<file path="config.mk">
export PLATFORM = sky130hd
export DESIGN_NAME = hill_block_encrypt_top
export DESIGN_NICKNAME = d
export VERILOG_FILES = /design/src/sv/hbe_pkg.sv /design/src/sv/hbe_front.sv /design/src/sv/hbe_queue.sv /design/src/sv/hbe_back.sv /design/src/sv/hill_block_encrypt_top.sv
export SDC_FILE = /design/constraint.sdc
export NUM_CORES = 1
export LEC_CHECK = 0
export BUFFER_PORTS_ARGS = -buffer_cell sky130_fd_sc_hd__buf_4
export CORE_MARGIN = 2
export CORE_UTILIZATION = 45
export CTS_CLUSTER_SIZE = 40
export DETAILED_ROUTE_END_ITERATION = 8
export PLACE_DENSITY = 0.65
export SYNTH_ARGS = -nofsm -noshare
export SYNTH_HDL_FRONTEND = slang
export SYNTH_HIERARCHICAL = 1
export SYNTH_SLANG_ARGS = --single-unit
</file>
<file path="constraint.sdc">
create_clock -name i_clk -period 8.7 [get_ports i_clk]
set_clock_uncertainty 0.2 [all_clocks]
set_input_delay 1.305 -clock i_clk [delete_from_list [all_inputs] [get_ports i_clk]]
set_output_delay 1.305 -clock i_clk [all_outputs]
set_load 0.03 [all_outputs]
</file>
<file path="src/sv/hbe_pkg.sv">
// Shared types and constants for the Hill cipher block encryptor.
// Depends on nothing; every other file of the block imports it.
package hbe_pkg;

    localparam int KEY_DIM  = 3;
    localparam int LETTER_W = 5;
    localparam int KEY_W    = KEY_DIM * LETTER_W;
    localparam int SIZE_W   = 2;
    localparam int PROD_W   = 2 * LETTER_W;
    localparam int SUM_W    = 12;
    localparam int Q_W      = 8;

    localparam logic [SUM_W-1:0] MODULUS   = 12'd26;
    localparam logic [SUM_W-1:0] RECIP_MUL = 12'd2521;
    localparam int               RECIP_SH  = 16;

    localparam logic [1:0] REG_BLOCK_SIZE   = 2'd0;
    localparam logic [1:0] REG_KEY_ROW_ZERO = 2'd1;
    localparam logic [1:0] REG_KEY_ROW_ONE  = 2'd2;
    localparam logic [1:0] REG_KEY_ROW_TWO  = 2'd3;

    typedef logic [LETTER_W-1:0] t_letter;
    typedef logic [SIZE_W-1:0]   t_size;
    typedef logic [KEY_W-1:0]    t_key_row;

    typedef struct packed {
        t_letter [KEY_DIM-1:0] letters;
        t_size                 size;
    } t_block;

endpackage

</file>
<file path="src/sv/hbe_front.sv">
// Front end: collects plaintext words into a block and hands complete or flushed
// blocks to the block queue. Depends on hbe_pkg.
module hbe_front #(
    parameter int MAX_BLOCK = 3
) (
    input  logic           i_clk,
    input  logic           i_rst_n,
    input  logic           i_clear,
    input  hbe_pkg::t_size i_size,
    input  logic           i_push,
    input  logic           i_q_full,
    input  hbe_pkg::t_letter i_letter,
    input  logic           i_end_of_message,
    output logic           o_full,
    output logic           o_q_push,
    output hbe_pkg::t_block o_block
);
    import hbe_pkg::*;

    t_letter       r_let [MAX_BLOCK];
    t_size         r_fill;
    t_size         n_fill;
    logic          accept;
    logic          complete;
    logic [SIZE_W:0] count;

    assign o_full   = i_q_full;
    assign accept   = i_push && !i_q_full;
    assign count    = {1'b0, r_fill} + {{SIZE_W{1'b0}}, 1'b1};
    assign complete = (count == {1'b0, i_size}) || i_end_of_message;
    assign o_q_push = accept && complete;

    always_comb begin
        o_block.size = i_size;
        for (int c = 0; c < KEY_DIM; c++) begin
            o_block.letters[c] = '0;
            if (c < MAX_BLOCK) begin
                if (SIZE_W'(c) < r_fill) begin
                    o_block.letters[c] = r_let[c];
                end else if (SIZE_W'(c) == r_fill) begin
                    o_block.letters[c] = i_letter;
                end
            end
        end
    end

    always_comb begin
        n_fill = r_fill;
        if (i_clear) begin
            n_fill = '0;
        end else if (accept) begin
            n_fill = complete ? '0 : count[SIZE_W-1:0];
        end
    end

    always_ff @(posedge i_clk) begin
        if (!i_rst_n) begin
            r_fill <= '0;
        end else begin
            r_fill <= n_fill;
        end
    end

    always_ff @(posedge i_clk) begin
        for (int c = 0; c < MAX_BLOCK; c++) begin
            if (accept && r_fill == SIZE_W'(c)) begin
                r_let[c] <= i_letter;
            end
        end
    end

endmodule

</file>
<file path="src/sv/hbe_queue.sv">
// Two-entry queue of blocks between the front end and the back end.
// Depends on hbe_pkg.
module hbe_queue (
    input  logic            i_clk,
    input  logic            i_rst_n,
    input  logic            i_push,
    input  hbe_pkg::t_block i_block,
    input  logic            i_pop,
    output logic            o_full,
    output logic            o_valid,
    output hbe_pkg::t_block o_block
);
    import hbe_pkg::*;

    t_block     r_mem [2];
    logic       r_wptr;
    logic       r_rptr;
    logic [1:0] r_cnt;
    logic [1:0] n_cnt;
    logic       do_push;
    logic       do_pop;

    assign o_full  = (r_cnt == 2'd2);
    assign o_valid = (r_cnt != 2'd0);
    assign o_block = r_mem[r_rptr];
    assign do_push = i_push && !o_full;
    assign do_pop  = i_pop && o_valid;

    always_comb begin
        n_cnt = r_cnt;
        if (do_push && !do_pop) begin
            n_cnt = r_cnt + 2'd1;
        end else if (do_pop && !do_push) begin
            n_cnt = r_cnt - 2'd1;
        end
    end

    always_ff @(posedge i_clk) begin
        if (!i_rst_n) begin
            r_wptr <= 1'b0;
            r_rptr <= 1'b0;
            r_cnt  <= '0;
        end else begin
            r_cnt <= n_cnt;
            if (do_push) begin
                r_wptr <= !r_wptr;
            end
            if (do_pop) begin
                r_rptr <= !r_rptr;
            end
        end
    end

    always_ff @(posedge i_clk) begin
        if (do_push) begin
            r_mem[r_wptr] <= i_block;
        end
    end

endmodule

</file>
<file path="src/sv/hbe_back.sv">
// Back end: issues one key row per cycle while its output queue has room, forms the dot
// product, reduces it modulo 26 and queues the cipher words. Depends on hbe_pkg.
module hbe_back (
    input  logic             i_clk,
    input  logic             i_rst_n,
    input  hbe_pkg::t_key_row [hbe_pkg::KEY_DIM-1:0] i_key,
    input  logic             i_valid,
    input  hbe_pkg::t_block  i_block,
    output logic             o_deq,
    input  logic             i_pop,
    output logic             o_empty,
    output hbe_pkg::t_letter o_cipher_letter,
    output logic             o_last_of_block
);
    import hbe_pkg::*;

    localparam logic [2:0] OUT_DEPTH = 3'd4;

    typedef struct packed {
        t_letter cipher;
        logic    last;
    } t_out;

    t_size              r_row;
    t_size              n_row;
    logic               r_v1;
    logic [SUM_W-1:0]   r_sum;
    logic               r_last1;
    t_out               r_fifo [4];
    logic [1:0]         r_wptr;
    logic [1:0]         r_rptr;
    logic [2:0]         r_ocnt;
    logic [2:0]         n_ocnt;
    logic               issue;
    logic               row_last;
    logic [SUM_W-1:0]   sum;
    logic [PROD_W-1:0]  prod;
    t_letter            kent;
    logic [2*SUM_W-1:0] recip;
    logic [Q_W-1:0]     quo;
    logic [SUM_W-1:0]   rem;
    logic [SUM_W-1:0]   red;
    logic               do_pop;
    t_out               wr_word;

    assign issue    = i_valid && ((r_ocnt + {2'b00, r_v1}) < OUT_DEPTH);
    assign row_last = ((r_row + 2'd1) == i_block.size);
    assign o_deq    = issue && row_last;

    always_comb begin
        n_row = r_row;
        if (issue) begin
            n_row = row_last ? '0 : r_row + 2'd1;
        end
    end

    always_comb begin
        sum  = '0;
        kent = '0;
        prod = '0;
        for (int c = 0; c < KEY_DIM; c++) begin
            kent = i_key[r_row][LETTER_W*(KEY_DIM-1-c) +: LETTER_W];
            prod = kent * i_block.letters[c];
            sum  = sum + {{(SUM_W-PROD_W){1'b0}}, prod};
        end
    end

    always_comb begin
        recip = r_sum * RECIP_MUL;
        quo   = recip[RECIP_SH +: Q_W];
        rem   = r_sum - ({quo, 4'b0} + {1'b0, quo, 3'b0} + {3'b0, quo, 1'b0});
        red   = (rem >= MODULUS) ? rem - MODULUS : rem;
        wr_word.cipher = red[LETTER_W-1:0];
        wr_word.last   = r_last1;
    end

    assign do_pop          = i_pop && (r_ocnt != 3'd0);
    assign o_empty         = (r_ocnt == 3'd0);
    assign o_cipher_letter = r_fifo[r_rptr].cipher;
    assign o_last_of_block = r_fifo[r_rptr].last;

    always_comb begin
        n_ocnt = r_ocnt;
        if (r_v1 && !do_pop) begin
            n_ocnt = r_ocnt + 3'd1;
        end else if (do_pop && !r_v1) begin
            n_ocnt = r_ocnt - 3'd1;
        end
    end

    always_ff @(posedge i_clk) begin
        if (!i_rst_n) begin
            r_row  <= '0;
            r_v1   <= 1'b0;
            r_wptr <= '0;
            r_rptr <= '0;
            r_ocnt <= '0;
        end else begin
            r_row  <= n_row;
            r_v1   <= issue;
            r_ocnt <= n_ocnt;
            if (r_v1) begin
                r_wptr <= r_wptr + 2'd1;
            end
            if (do_pop) begin
                r_rptr <= r_rptr + 2'd1;
            end
        end
    end

    always_ff @(posedge i_clk) begin
        if (issue) begin
            r_sum   <= sum;
            r_last1 <= row_last;
        end
        if (r_v1) begin
            r_fifo[r_wptr] <= wr_word;
        end
    end

endmodule

</file>
<file path="src/sv/hill_block_encrypt_top.sv">
// Top level of the Hill cipher block encryptor: configuration registers, front end,
// block queue and back end. Depends on hbe_pkg, hbe_front, hbe_queue and hbe_back.
//
//   Channel    Handshake          Payload
//   input      push / full        i_letter, i_end_of_message
//   result     empty / pop        o_cipher_letter, o_last_of_block
//   config     i_cfg_we           i_cfg_idx, i_cfg_data
//
// One plaintext word is taken every cycle unless full; a block of n words leaves as n
// cipher words, one per cycle while the output queue has room, set by the single
// multiply-accumulate row unit in the back end. A completing block is held in the block
// queue, its rows are registered in the back end's sum register and then written to the
// output queue that drives the result side. Reset is synchronous and clears all control
// state, sets the block size to two and the key to zero. full rises when the two block
// entries are taken; the back end holds off while its four-word output queue is full.
module hill_block_encrypt_top #(
    parameter int MAX_BLOCK = 3
) (
    input  logic                   i_clk,
    input  logic                   i_rst_n,
    input  logic                   push,
    output logic                   full,
    input  hbe_pkg::t_letter       i_letter,
    input  logic                   i_end_of_message,
    output logic                   empty,
    input  logic                   pop,
    output hbe_pkg::t_letter       o_cipher_letter,
    output logic                   o_last_of_block,
    input  logic                   i_cfg_we,
    input  logic [1:0]             i_cfg_idx,
    input  hbe_pkg::t_key_row      i_cfg_data
);
    import hbe_pkg::*;

    t_size                    r_block_size;
    t_key_row [KEY_DIM-1:0]   r_key;
    t_size                    eff_size;
    logic                     clear;
    logic                     q_push;
    logic                     q_full;
    logic                     q_valid;
    logic                     q_pop;
    t_block                   f_block;
    t_block                   b_block;

    assign clear = i_cfg_we && (i_cfg_idx == REG_BLOCK_SIZE);

    always_comb begin
        eff_size = r_block_size;
        if (r_block_size == '0) begin
            eff_size = SIZE_W'(1);
        end else if (r_block_size > SIZE_W'(MAX_BLOCK)) begin
            eff_size = SIZE_W'(MAX_BLOCK);
        end
    end

    always_ff @(posedge i_clk) begin
        if (!i_rst_n) begin
            r_block_size <= SIZE_W'(2);
            r_key        <= '0;
        end else if (i_cfg_we) begin
            case (i_cfg_idx)
                REG_BLOCK_SIZE:   r_block_size <= i_cfg_data[SIZE_W-1:0];
                REG_KEY_ROW_ZERO: r_key[0]     <= i_cfg_data;
                REG_KEY_ROW_ONE:  r_key[1]     <= i_cfg_data;
                REG_KEY_ROW_TWO:  r_key[2]     <= i_cfg_data;
                default: begin
                end
            endcase
        end
    end

    hbe_front #(
        .MAX_BLOCK(MAX_BLOCK)
    ) u_front (
        .i_clk            (i_clk),
        .i_rst_n          (i_rst_n),
        .i_clear          (clear),
        .i_size           (eff_size),
        .i_push           (push),
        .i_q_full         (q_full),
        .i_letter         (i_letter),
        .i_end_of_message (i_end_of_message),
        .o_full           (full),
        .o_q_push         (q_push),
        .o_block          (f_block)
    );

    hbe_queue u_queue (
        .i_clk   (i_clk),
        .i_rst_n (i_rst_n),
        .i_push  (q_push),
        .i_block (f_block),
        .i_pop   (q_pop),
        .o_full  (q_full),
        .o_valid (q_valid),
        .o_block (b_block)
    );

    hbe_back u_back (
        .i_clk           (i_clk),
        .i_rst_n         (i_rst_n),
        .i_key           (r_key),
        .i_valid         (q_valid),
        .i_block         (b_block),
        .o_deq           (q_pop),
        .i_pop           (pop),
        .o_empty         (empty),
        .o_cipher_letter (o_cipher_letter),
        .o_last_of_block (o_last_of_block)
    );

endmodule

</file>
==> results.toml, run 1 <==
[critical_path]
worstSetupPathDepth = 31
regToRegSetupSlack_ns = 0.44
critical_path_arrival_ns = 8.20
crit_path_end_kind = "register"
regToRegStartpoint = "u_back/r_sum[4]$_DFFE_PP_"
cp_num_buf_inv = 7
crit_type = "reg -> reg"
cp_slowest_cell = "edfxtp_1"
cp-startpoint = "u_back/r_sum[4]$_DFFE_PP_"
crit_path_start_kind = "register"
path_max_fanout = 7
path_common_cell = "inv_1"
endpoint = "u_back/r_fifo[2][3]$_DFFE_PP_"
worstPathRequired_ns = 8.64
r2r-end = "u_back/r_fifo[2][3]$_DFFE_PP_"
reg2regPathDepth = 31
cp_top_family = "adder cells"
slowest_delay_ns = 0.53

[sta]
max_freq_mhz = 121.1
slew_violations = 0
finalCritPeriodShare_pct = 94.94
fin_tns_setup_ns = 0
min_period_ns = 8.259
setup_violations = 0
worst_slew_pin_slew_ns = 1.145
hold_violations = 0
relSlewSlack_pct = 23.46
setup_ws_ns = 0.4405

[route]
via_per_inst = 5.042
drtPass1Iterations = 5
ant_nets = 0
drcViolationCount = 0
wl_um = 23520
drtIter0Drc = 444
vias = 7866
wl_per_cell_um = 15.08

[global_route]
grt_pass1_vias = 8316
grt_max_degree = 70
antenna_found_initial = 0
grt.total_usage_pct = 17.37
grt_overflow = 0
grt_pass1_wl_um = 39720

[floorplanning]
initial_core_util_pct = 45.74
rows = 60
core-area_um2 = 26880
io_pins = 36
dieArea_um2 = 28660
die_h_um = 169.3
fp.dieW_um = 169.3

[cells_and_area]
nFillCells = 2435
design_area_um2 = 13690
nets = 1484
diodes = 0
area_growth_pct = 11.39
post-route-util_pct = 50.95
drive_gt1_share_pct = 13.13

[logic_synthesis]
synth_common_cells = "195 x inv_1, 144 x ha_1, 130 x nand2_1"
yosysTopAreaCell = "edfxtp_1"
synth_most_common_cell = "inv_1"
yosys-top-cells-area = "edfxtp_1 21%, fa_1 17%, ha_1 15%"
synth-seq-cells = 152
ys.flop_type = "edfxtp_1"
synth_area_um2 = 12290
synth_seq_area_share_pct = 31.76
ys_types = 65
yosys_warnings = 6
synth_top_area_share_pct = 21.01
syn-num-nets = 1431
synth_edf_count = 86
synthCells = 1153
syn_area_per_cell_um2 = 10.66
async_flop_share_pct = 0

[placed_design]
place_area_um2 = 12870
dp_hpwl_um = 18450
place_ws_ns = 0.02546
gp_congestion = 0.8053
numPortBuffers = 35

[clock_network]
hold_buffers = 0
cts.sinks = 152
cts_max_path_buffers = 2
path_clk_slew_ns = 0.07
htreeDepth = 4
clock_latency_ns = 0.43
cts_tree = "yes"
cts_made_buffers = 17
cts-root-buf = "clkbuf_16"

[min_path]
hold_class = "reg -> reg"

[status]
status = "complete, no violations"

[run]
maxCapViolCount = 0
layout by cell type (no fill, tap or decap), types with 5 or more instances in the layout:
| cell type | count |
|---|---|
| a21o_1 | 6 |
| a21oi_1 | 21 |
| a22o_1 | 6 |
| and2_1 | 55 |
| buf_4 | 64 |
| clkbuf_16 | 17 |
| dfxtp_1 | 66 |
| edfxtp_1 | 86 |
| fa_1 | 105 |
| ha_1 | 143 |
| inv_1 | 195 |
| mux2_2 | 22 |
| mux2i_1 | 64 |
| mux4_2 | 6 |
| nand2_1 | 130 |
| nand2b_1 | 7 |
| nand3_1 | 5 |
| nand3b_1 | 8 |
| nor2_1 | 24 |
| nor2b_1 | 7 |
| nor3_1 | 6 |
| o21ai_0 | 40 |
| or3_1 | 5 |
| xnor2_1 | 23 |
| xor2_1 | 12 |
per-layer routing:
metal  part of all wire, %  GRT usage (%)
met5                     0              0
met4                  0.82          3.307
met3                   2.1          2.822
met2                    52          32.09
met1                    45          21.49
worst min-delay path by stage:
stage | startpoint | to | cells past startpoint
floorplan | r_block_size[0]$_SDFFE_PN0P_ | r_block_size[0]$_SDFFE_PN0P_ | 2
global placement | r_block_size[0]$_SDFFE_PN0P_ | r_block_size[0]$_SDFFE_PN0P_ | 2
detailed placement | r_block_size[0]$_SDFFE_PN0P_ | r_block_size[0]$_SDFFE_PN0P_ | 2
CTS | r_block_size[0]$_SDFFE_PN0P_ | r_block_size[0]$_SDFFE_PN0P_ | 2
global route | r_block_size[0]$_SDFFE_PN0P_ | r_block_size[0]$_SDFFE_PN0P_ | 2
finish | r_block_size[0]$_SDFFE_PN0P_ | r_block_size[0]$_SDFFE_PN0P_ | 2
metrics by stage:
| step | cells | hold WS (ns) |
|---|---|---|
| floorplan | 1153 | 0.2296 |
| global placement | 1507 | 0.2376 |
| detailed placement | 1507 | 0.2468 |
| CTS | 1539 | 0.2569 |
| global route | 1560 | 0.2757 |
| finish | 1560 | 0.2507 |
state kept, by name (all words and copies together), names as in the netlist, 3 cells and up, named ones only:
| register | count |
|---|---|
| u_back/r_fifo | 24 |
| r_key | 45 |
| u_back/r_sum | 12 |
| u_front/r_let | 15 |
| u_back/r_ocnt | 3 |
| u_queue/r_mem | 34 |
cells by family after synthesis:
group           share of synthesized area [%]
mux                                     8.590
fa+ha+maj                               32.00
xor+xnor                                3.176
flops                                   31.76
buf+inv                                 7.410
compound gates                          6.056
simple gates                            11.01
final cells by class:
cell class,count,area [µm²],share of cell area (%)
clock buffer,18,430.4,3.143
inverter,196,735.7,5.373
tap,341,426.7,3.116
multi-input combinational,775,7604,55.53
timing repair buffer,64,480.5,3.509
clock inverter,14,112.6,0.8224
sequential,152,3904,28.51
worst min-delay path: cells and delay by family (launching register included):
kind,cells,cell delay [ns]
AND/OR/NAND/NOR,1,0.05
multiplexers,1,0.05
flip-flops,1,0.30
repair_timing:
| action | in CTS | in global routing |
|---|---|---|
| resized for setup | 0 | 24 |
| setup buffers | 0 | 21 |
| setup endpoints to repair | 0 | 16 |
Power of run 1 is not shown: default switching activity piles up to over one toggle a cycle in this logic, so the estimate is an artifact.
==> inputs of run 2 (changes only) <==
Settings changed: MAX_ROUTING_LAYER set to met4, PLACE_DENSITY 0.65 to unset, PLACE_DENSITY_LB_ADDON set to 0.2, SKIP_CTS_REPAIR_TIMING set to 1.
==> run 2 against run 1 <==
Against the previous run:
- clock-buffer cell count stayed put
- core utilization is 0.14 points lower
- first-iteration DRC count is 31% lower
- via count is 0.34% lower
- register-to-register slack worse by 0.06 ns
- die area stayed put
- fmax is 0.66% lower
- setup slack worse by 0.055 ns
- critical endpoint is now u_back/r_fifo[1][3]$_DFFE_PP_
- highest routed layer unchanged
==> results.toml, run 2 (synthesis gave the netlist of run 1 again) <==
[placed_design]
gp_congestion = 0.8100
numPortBuffers = 35
dp_hpwl_um = 18930

[cells_and_area]
nFillCells = 2403
diodes = 0
drive_gt1_share_pct = 12.54
largestRegisters = "r_key: 45 flops, u_queue/r_mem: 34 flops, u_back/r_fifo: 24 flops"
largest_reg_flops = 45
nets = 1485
layout_common_cells = "195 x inv_1, 144 x ha_1, 130 x nand2_1"
area_growth_pct = 11.07
register_area_um2 = 3904
post-route-util_pct = 50.81
top_register = "r_key"
layout_commonest_cell = "inv_1"
multi_input_area_um2 = 7555

[clock_network]
clock_latency_ns = 0.42
cts.sinks = 152
path_clk_slew_ns = 0.07
htreeDepth = 4
cts_made_buffers = 17
cts_max_path_buffers = 2
cts_tree = "yes"
cts-root-buf = "clkbuf_16"

[global_route]
grt_pass1_wl_um = 39870
antenna_found_initial = 0
grt.total_usage_pct = 18.08
grt_max_degree = 70
grt_pass1_vias = 8234
grt_overflow = 0

[floorplanning]
dieArea_um2 = 28660
rows = 60
die_h_um = 169.3
initial_core_util_pct = 45.74
io_pins = 36
core-area_um2 = 26880
fp.dieW_um = 169.3

[run]
maxCapViolCount = 0

[critical_path]
crit_path_start_kind = "register"
crit_type = "reg -> reg"
crit_path_end_kind = "register"
regToRegSetupSlack_ns = 0.39
critical_path_arrival_ns = 8.26
worstPathRequired_ns = 8.64
cp_slowest_cell = "fa_1"
slowest_delay_ns = 0.54
path_common_cell = "inv_1"
path_max_fanout = 5

[route]
wl_um = 23800
drtIter0Drc = 305
wl_per_cell_um = 15.25
ant_nets = 0
drcViolationCount = 0
drtPass1Iterations = 4
vias = 7839
via_per_inst = 5.022

[status]
status = "complete, no violations"

[sta]
relSlewSlack_pct = 22.23
max_freq_mhz = 120.3
hold_violations = 0
slew_violations = 0
setup_violations = 0
worst_slew_pin_slew_ns = 1.163
finalCritPeriodShare_pct = 95.57
min_period_ns = 8.314

[min_path]
hold_class = "reg -> reg"
-- run 2: cell count changes in the layout (fill, tap and decap cells not counted), sizes merged --
cell / before / now
buf: 64 / 65
clkinv: 6 / 3
clkinvlp: 0 / 4
inv: 204 / 203
-- run 2: final cells by class --
type | instances | share of cell area (%)
flip-flops and latches | 152 | 28.59
well taps | 341 | 3.125
multi-input cells | 775 | 55.33
repair buffers | 65 | 3.574
clock inverters | 14 | 0.8522
inverters | 196 | 5.388
clock buffers | 18 | 3.143
-- run 2: final timing paths --
kind,start,endpoint,cells after the start
max,u_back/r_sum[6]$_DFFE_PP_,u_back/r_fifo[1][3]$_DFFE_PP_,32
min,r_block_size[0]$_SDFFE_PN0P_,r_block_size[0]$_SDFFE_PN0P_,2
max reg2reg,u_back/r_sum[6]$_DFFE_PP_,u_back/r_fifo[1][3]$_DFFE_PP_,32
min reg2reg,r_block_size[0]$_SDFFE_PN0P_,r_block_size[0]$_SDFFE_PN0P_,2
-- run 2: metal layers --
layer	global-route usage, %	wire (µm)	up-vias
li1	-	-	3927
met1	21.58	10620	3832
met2	32.74	12380	67
met3	2.425	584	13
met4	3.716	216	0
met5	-	0	-
-- run 2: per-stage QoR --
step           instance area [µm²]  TNS, ns  setup slack, ns  hold WS, ns  std cells
2_1_floorplan                12290        0           0.6593       0.2296       1153
3_3_place_gp                 12900        0           0.3341       0.2440       1512
3_5_place_dp                 12900        0          0.09488       0.2520       1512
4_1_cts                      13450        0          0.05779       0.2621       1544
5_1_grt                      13650  -0.1344         -0.03887       0.2790       1561
6_report                     13650        0           0.3855       0.2579       1561
-- run 2: critical path: cells and delay by family, from the launching register on --
kind / cells / cell delay [ns]
XOR/XNOR: 2 / 0.40
buffers and inverters: 8 / 0.54
multiplexers: 1 / 0.24
flip-flops: 1 / 0.51
adder cells (fa/ha/maj): 9 / 3.59
AND/OR/NAND/NOR: 6 / 1.28
AO/OA/AOI/OAI: 6 / 1.28
Power of run 2 is left out for the same reason.
==> inputs of run 3 (changes only) <==
Settings changed: CORE_ASPECT_RATIO set to 2.
==> run 3 against run 2 <==
Against the previous run:
- clock-buffer cell count is 1 lower
- first-iteration DRC count is 6.6% higher
- non-clock buffer count is 2 lower
- final cell count is 0.32% higher
- sequential share of layout area is 0.23 points lower
- register-to-register slack better by 0.04 ns
- wire length is 13% higher
- critical path depth stayed put
- flip-flop and latch count stayed put
- design area is 0.80% higher
- global-route usage is 2.5 points higher
- fmax is 0.50% higher
==> results.toml, run 3 (synthesis gave the netlist of run 1 again) <==
[status]
status = "complete, no violations"

[route]
wl_met1_um = 8534
via_per_inst = 5.135
wl_per_cell_um = 17.10
drtIter0Drc = 325
met2_length_um = 16590
met3_length_um = 380
drtPass1Iterations = 4
vias = 8041
ant_nets = 0
wl_um = 26780
routed.top_layer = "met4"
drcViolationCount = 0

[cells_and_area]
layout_common_cells = "195 x inv_1, 143 x ha_1, 130 x nand2_1"
design_area_um2 = 13760
diodes = 0
layout_commonest_cell = "inv_1"
drive_gt1_share_pct = 12.64
nets = 1483
post-route-util_pct = 51.15
largest_reg_flops = 45
top_register = "r_key"
largestRegisters = "r_key: 45 flops, u_queue/r_mem: 34 flops, u_back/r_fifo: 24 flops"
nFillCells = 2510
multi_input_area_um2 = 7561
area_growth_pct = 11.96
register_area_um2 = 3904

[global_route]
grt.total_usage_pct = 20.60
grt_pass1_wl_um = 43750
antenna_found_initial = 0
grt_overflow = 0
grt_pass1_vias = 8913
grt_max_degree = 70

[floorplanning]
rows = 85
dieArea_um2 = 28740
initial_core_util_pct = 45.69
io_pins = 36
fp.dieW_um = 120.9
core-area_um2 = 26910
die_h_um = 237.7

[sta]
hold_violations = 0
max_freq_mhz = 120.9
setup_violations = 0
finalCritPeriodShare_pct = 95.10
min_period_ns = 8.273
slew_violations = 0
relSlewSlack_pct = 25.17
fin_tns_setup_ns = 0
worst_slew_pin_slew_ns = 1.119
hold_ws_ns = 0.2575

[clock_network]
cts.sinks = 152
cts_tree = "yes"
cts_made_buffers = 17
cts-root-buf = "clkbuf_16"
path_clk_slew_ns = 0.07
cts_max_path_buffers = 2
clock_latency_ns = 0.44
htreeDepth = 4

[critical_path]
reg2regPathDepth = 32
path_max_fanout = 7
cp_num_buf_inv = 6
crit_path_start_kind = "register"
worstSetupPathDepth = 32
crit_path_end_kind = "register"
r2r-end = "u_back/r_fifo[0][3]$_DFFE_PP_"
regToRegStartpoint = "u_back/r_sum[5]$_DFFE_PP_"
cp_slowest_cell = "fa_1"
path_common_cell = "fa_1"
critical_path_arrival_ns = 8.24
worstPathRequired_ns = 8.67
regToRegSetupSlack_ns = 0.43
crit_type = "reg -> reg"
slowest_delay_ns = 0.56
cp_top_family = "adder cells"

[placed_design]
place_area_um2 = 12910
numPortBuffers = 35
dp_hpwl_um = 22100
gp_congestion = 0.8950

[min_path]
holdPathStages = 2
hold_start = "r_block_size[0]$_SDFFE_PN0P_"
holdPathEnd = "r_block_size[0]$_SDFFE_PN0P_"
hold_class = "reg -> reg"

[run]
maxCapViolCount = 0
[run 3: metal layers]
metal | track usage [%] | up-vias
met4 | 10.36 | 0
met1 | 17.48 | 3946
met5 | - | -
li1 | - | 3921
met2 | 41.90 | 111
met3 | 2.327 | 63
[run 3: worst max-delay path by stage]
stage | slack (ns) | to | start
finish | 0.43 | u_back/r_fifo[0][3]$_DFFE_PP_ | u_back/r_sum[5]$_DFFE_PP_
global route | -0.009 | u_back/r_fifo[3][3]$_DFFE_PP_ | u_back/r_sum[5]$_DFFE_PP_
CTS | 0.09 | u_back/r_fifo[3][3]$_DFFE_PP_ | u_back/r_sum[5]$_DFFE_PP_
detailed placement | 0.12 | u_back/r_fifo[0][3]$_DFFE_PP_ | u_back/r_sum[5]$_DFFE_PP_
global placement | 0.25 | u_back/r_fifo[0][3]$_DFFE_PP_ | u_back/r_sum[5]$_DFFE_PP_
floorplan | 0.66 | u_back/r_fifo[0][3]$_DFFE_PP_ | u_back/r_sum[3]$_DFFE_PP_
[run 3: worst reg2reg max path: cells and delay by family, from the launching register on]
family / cells / cell delay [ns]
XOR/XNOR: 1 / 0.18
adder cells (fa/ha/maj): 9 / 3.62
AO/OA/AOI/OAI: 9 / 1.68
multiplexers: 1 / 0.24
flip-flops: 1 / 0.50
buffers and inverters: 6 / 0.64
AND/OR/NAND/NOR: 6 / 0.97
[run 3: through the flow]
stage | setup slack, ns | instances
floorplan | 0.6593 | 1153
global placement | 0.2455 | 1519
detailed placement | 0.1172 | 1519
CTS | 0.08956 | 1551
global route | -0.009440 | 1566
finish | 0.4267 | 1566
[run 3: cell type report]
cell class,instances,area share [%]
Clock buffer,17,3.091
Clock inverter,15,1.664
Inverter,196,5.345
Multi-Input combinational cell,775,54.94
Sequential cell,152,28.36
Tap cell,348,3.164
Timing Repair Buffer,63,3.436
Power of run 3 is left out for the same reason.
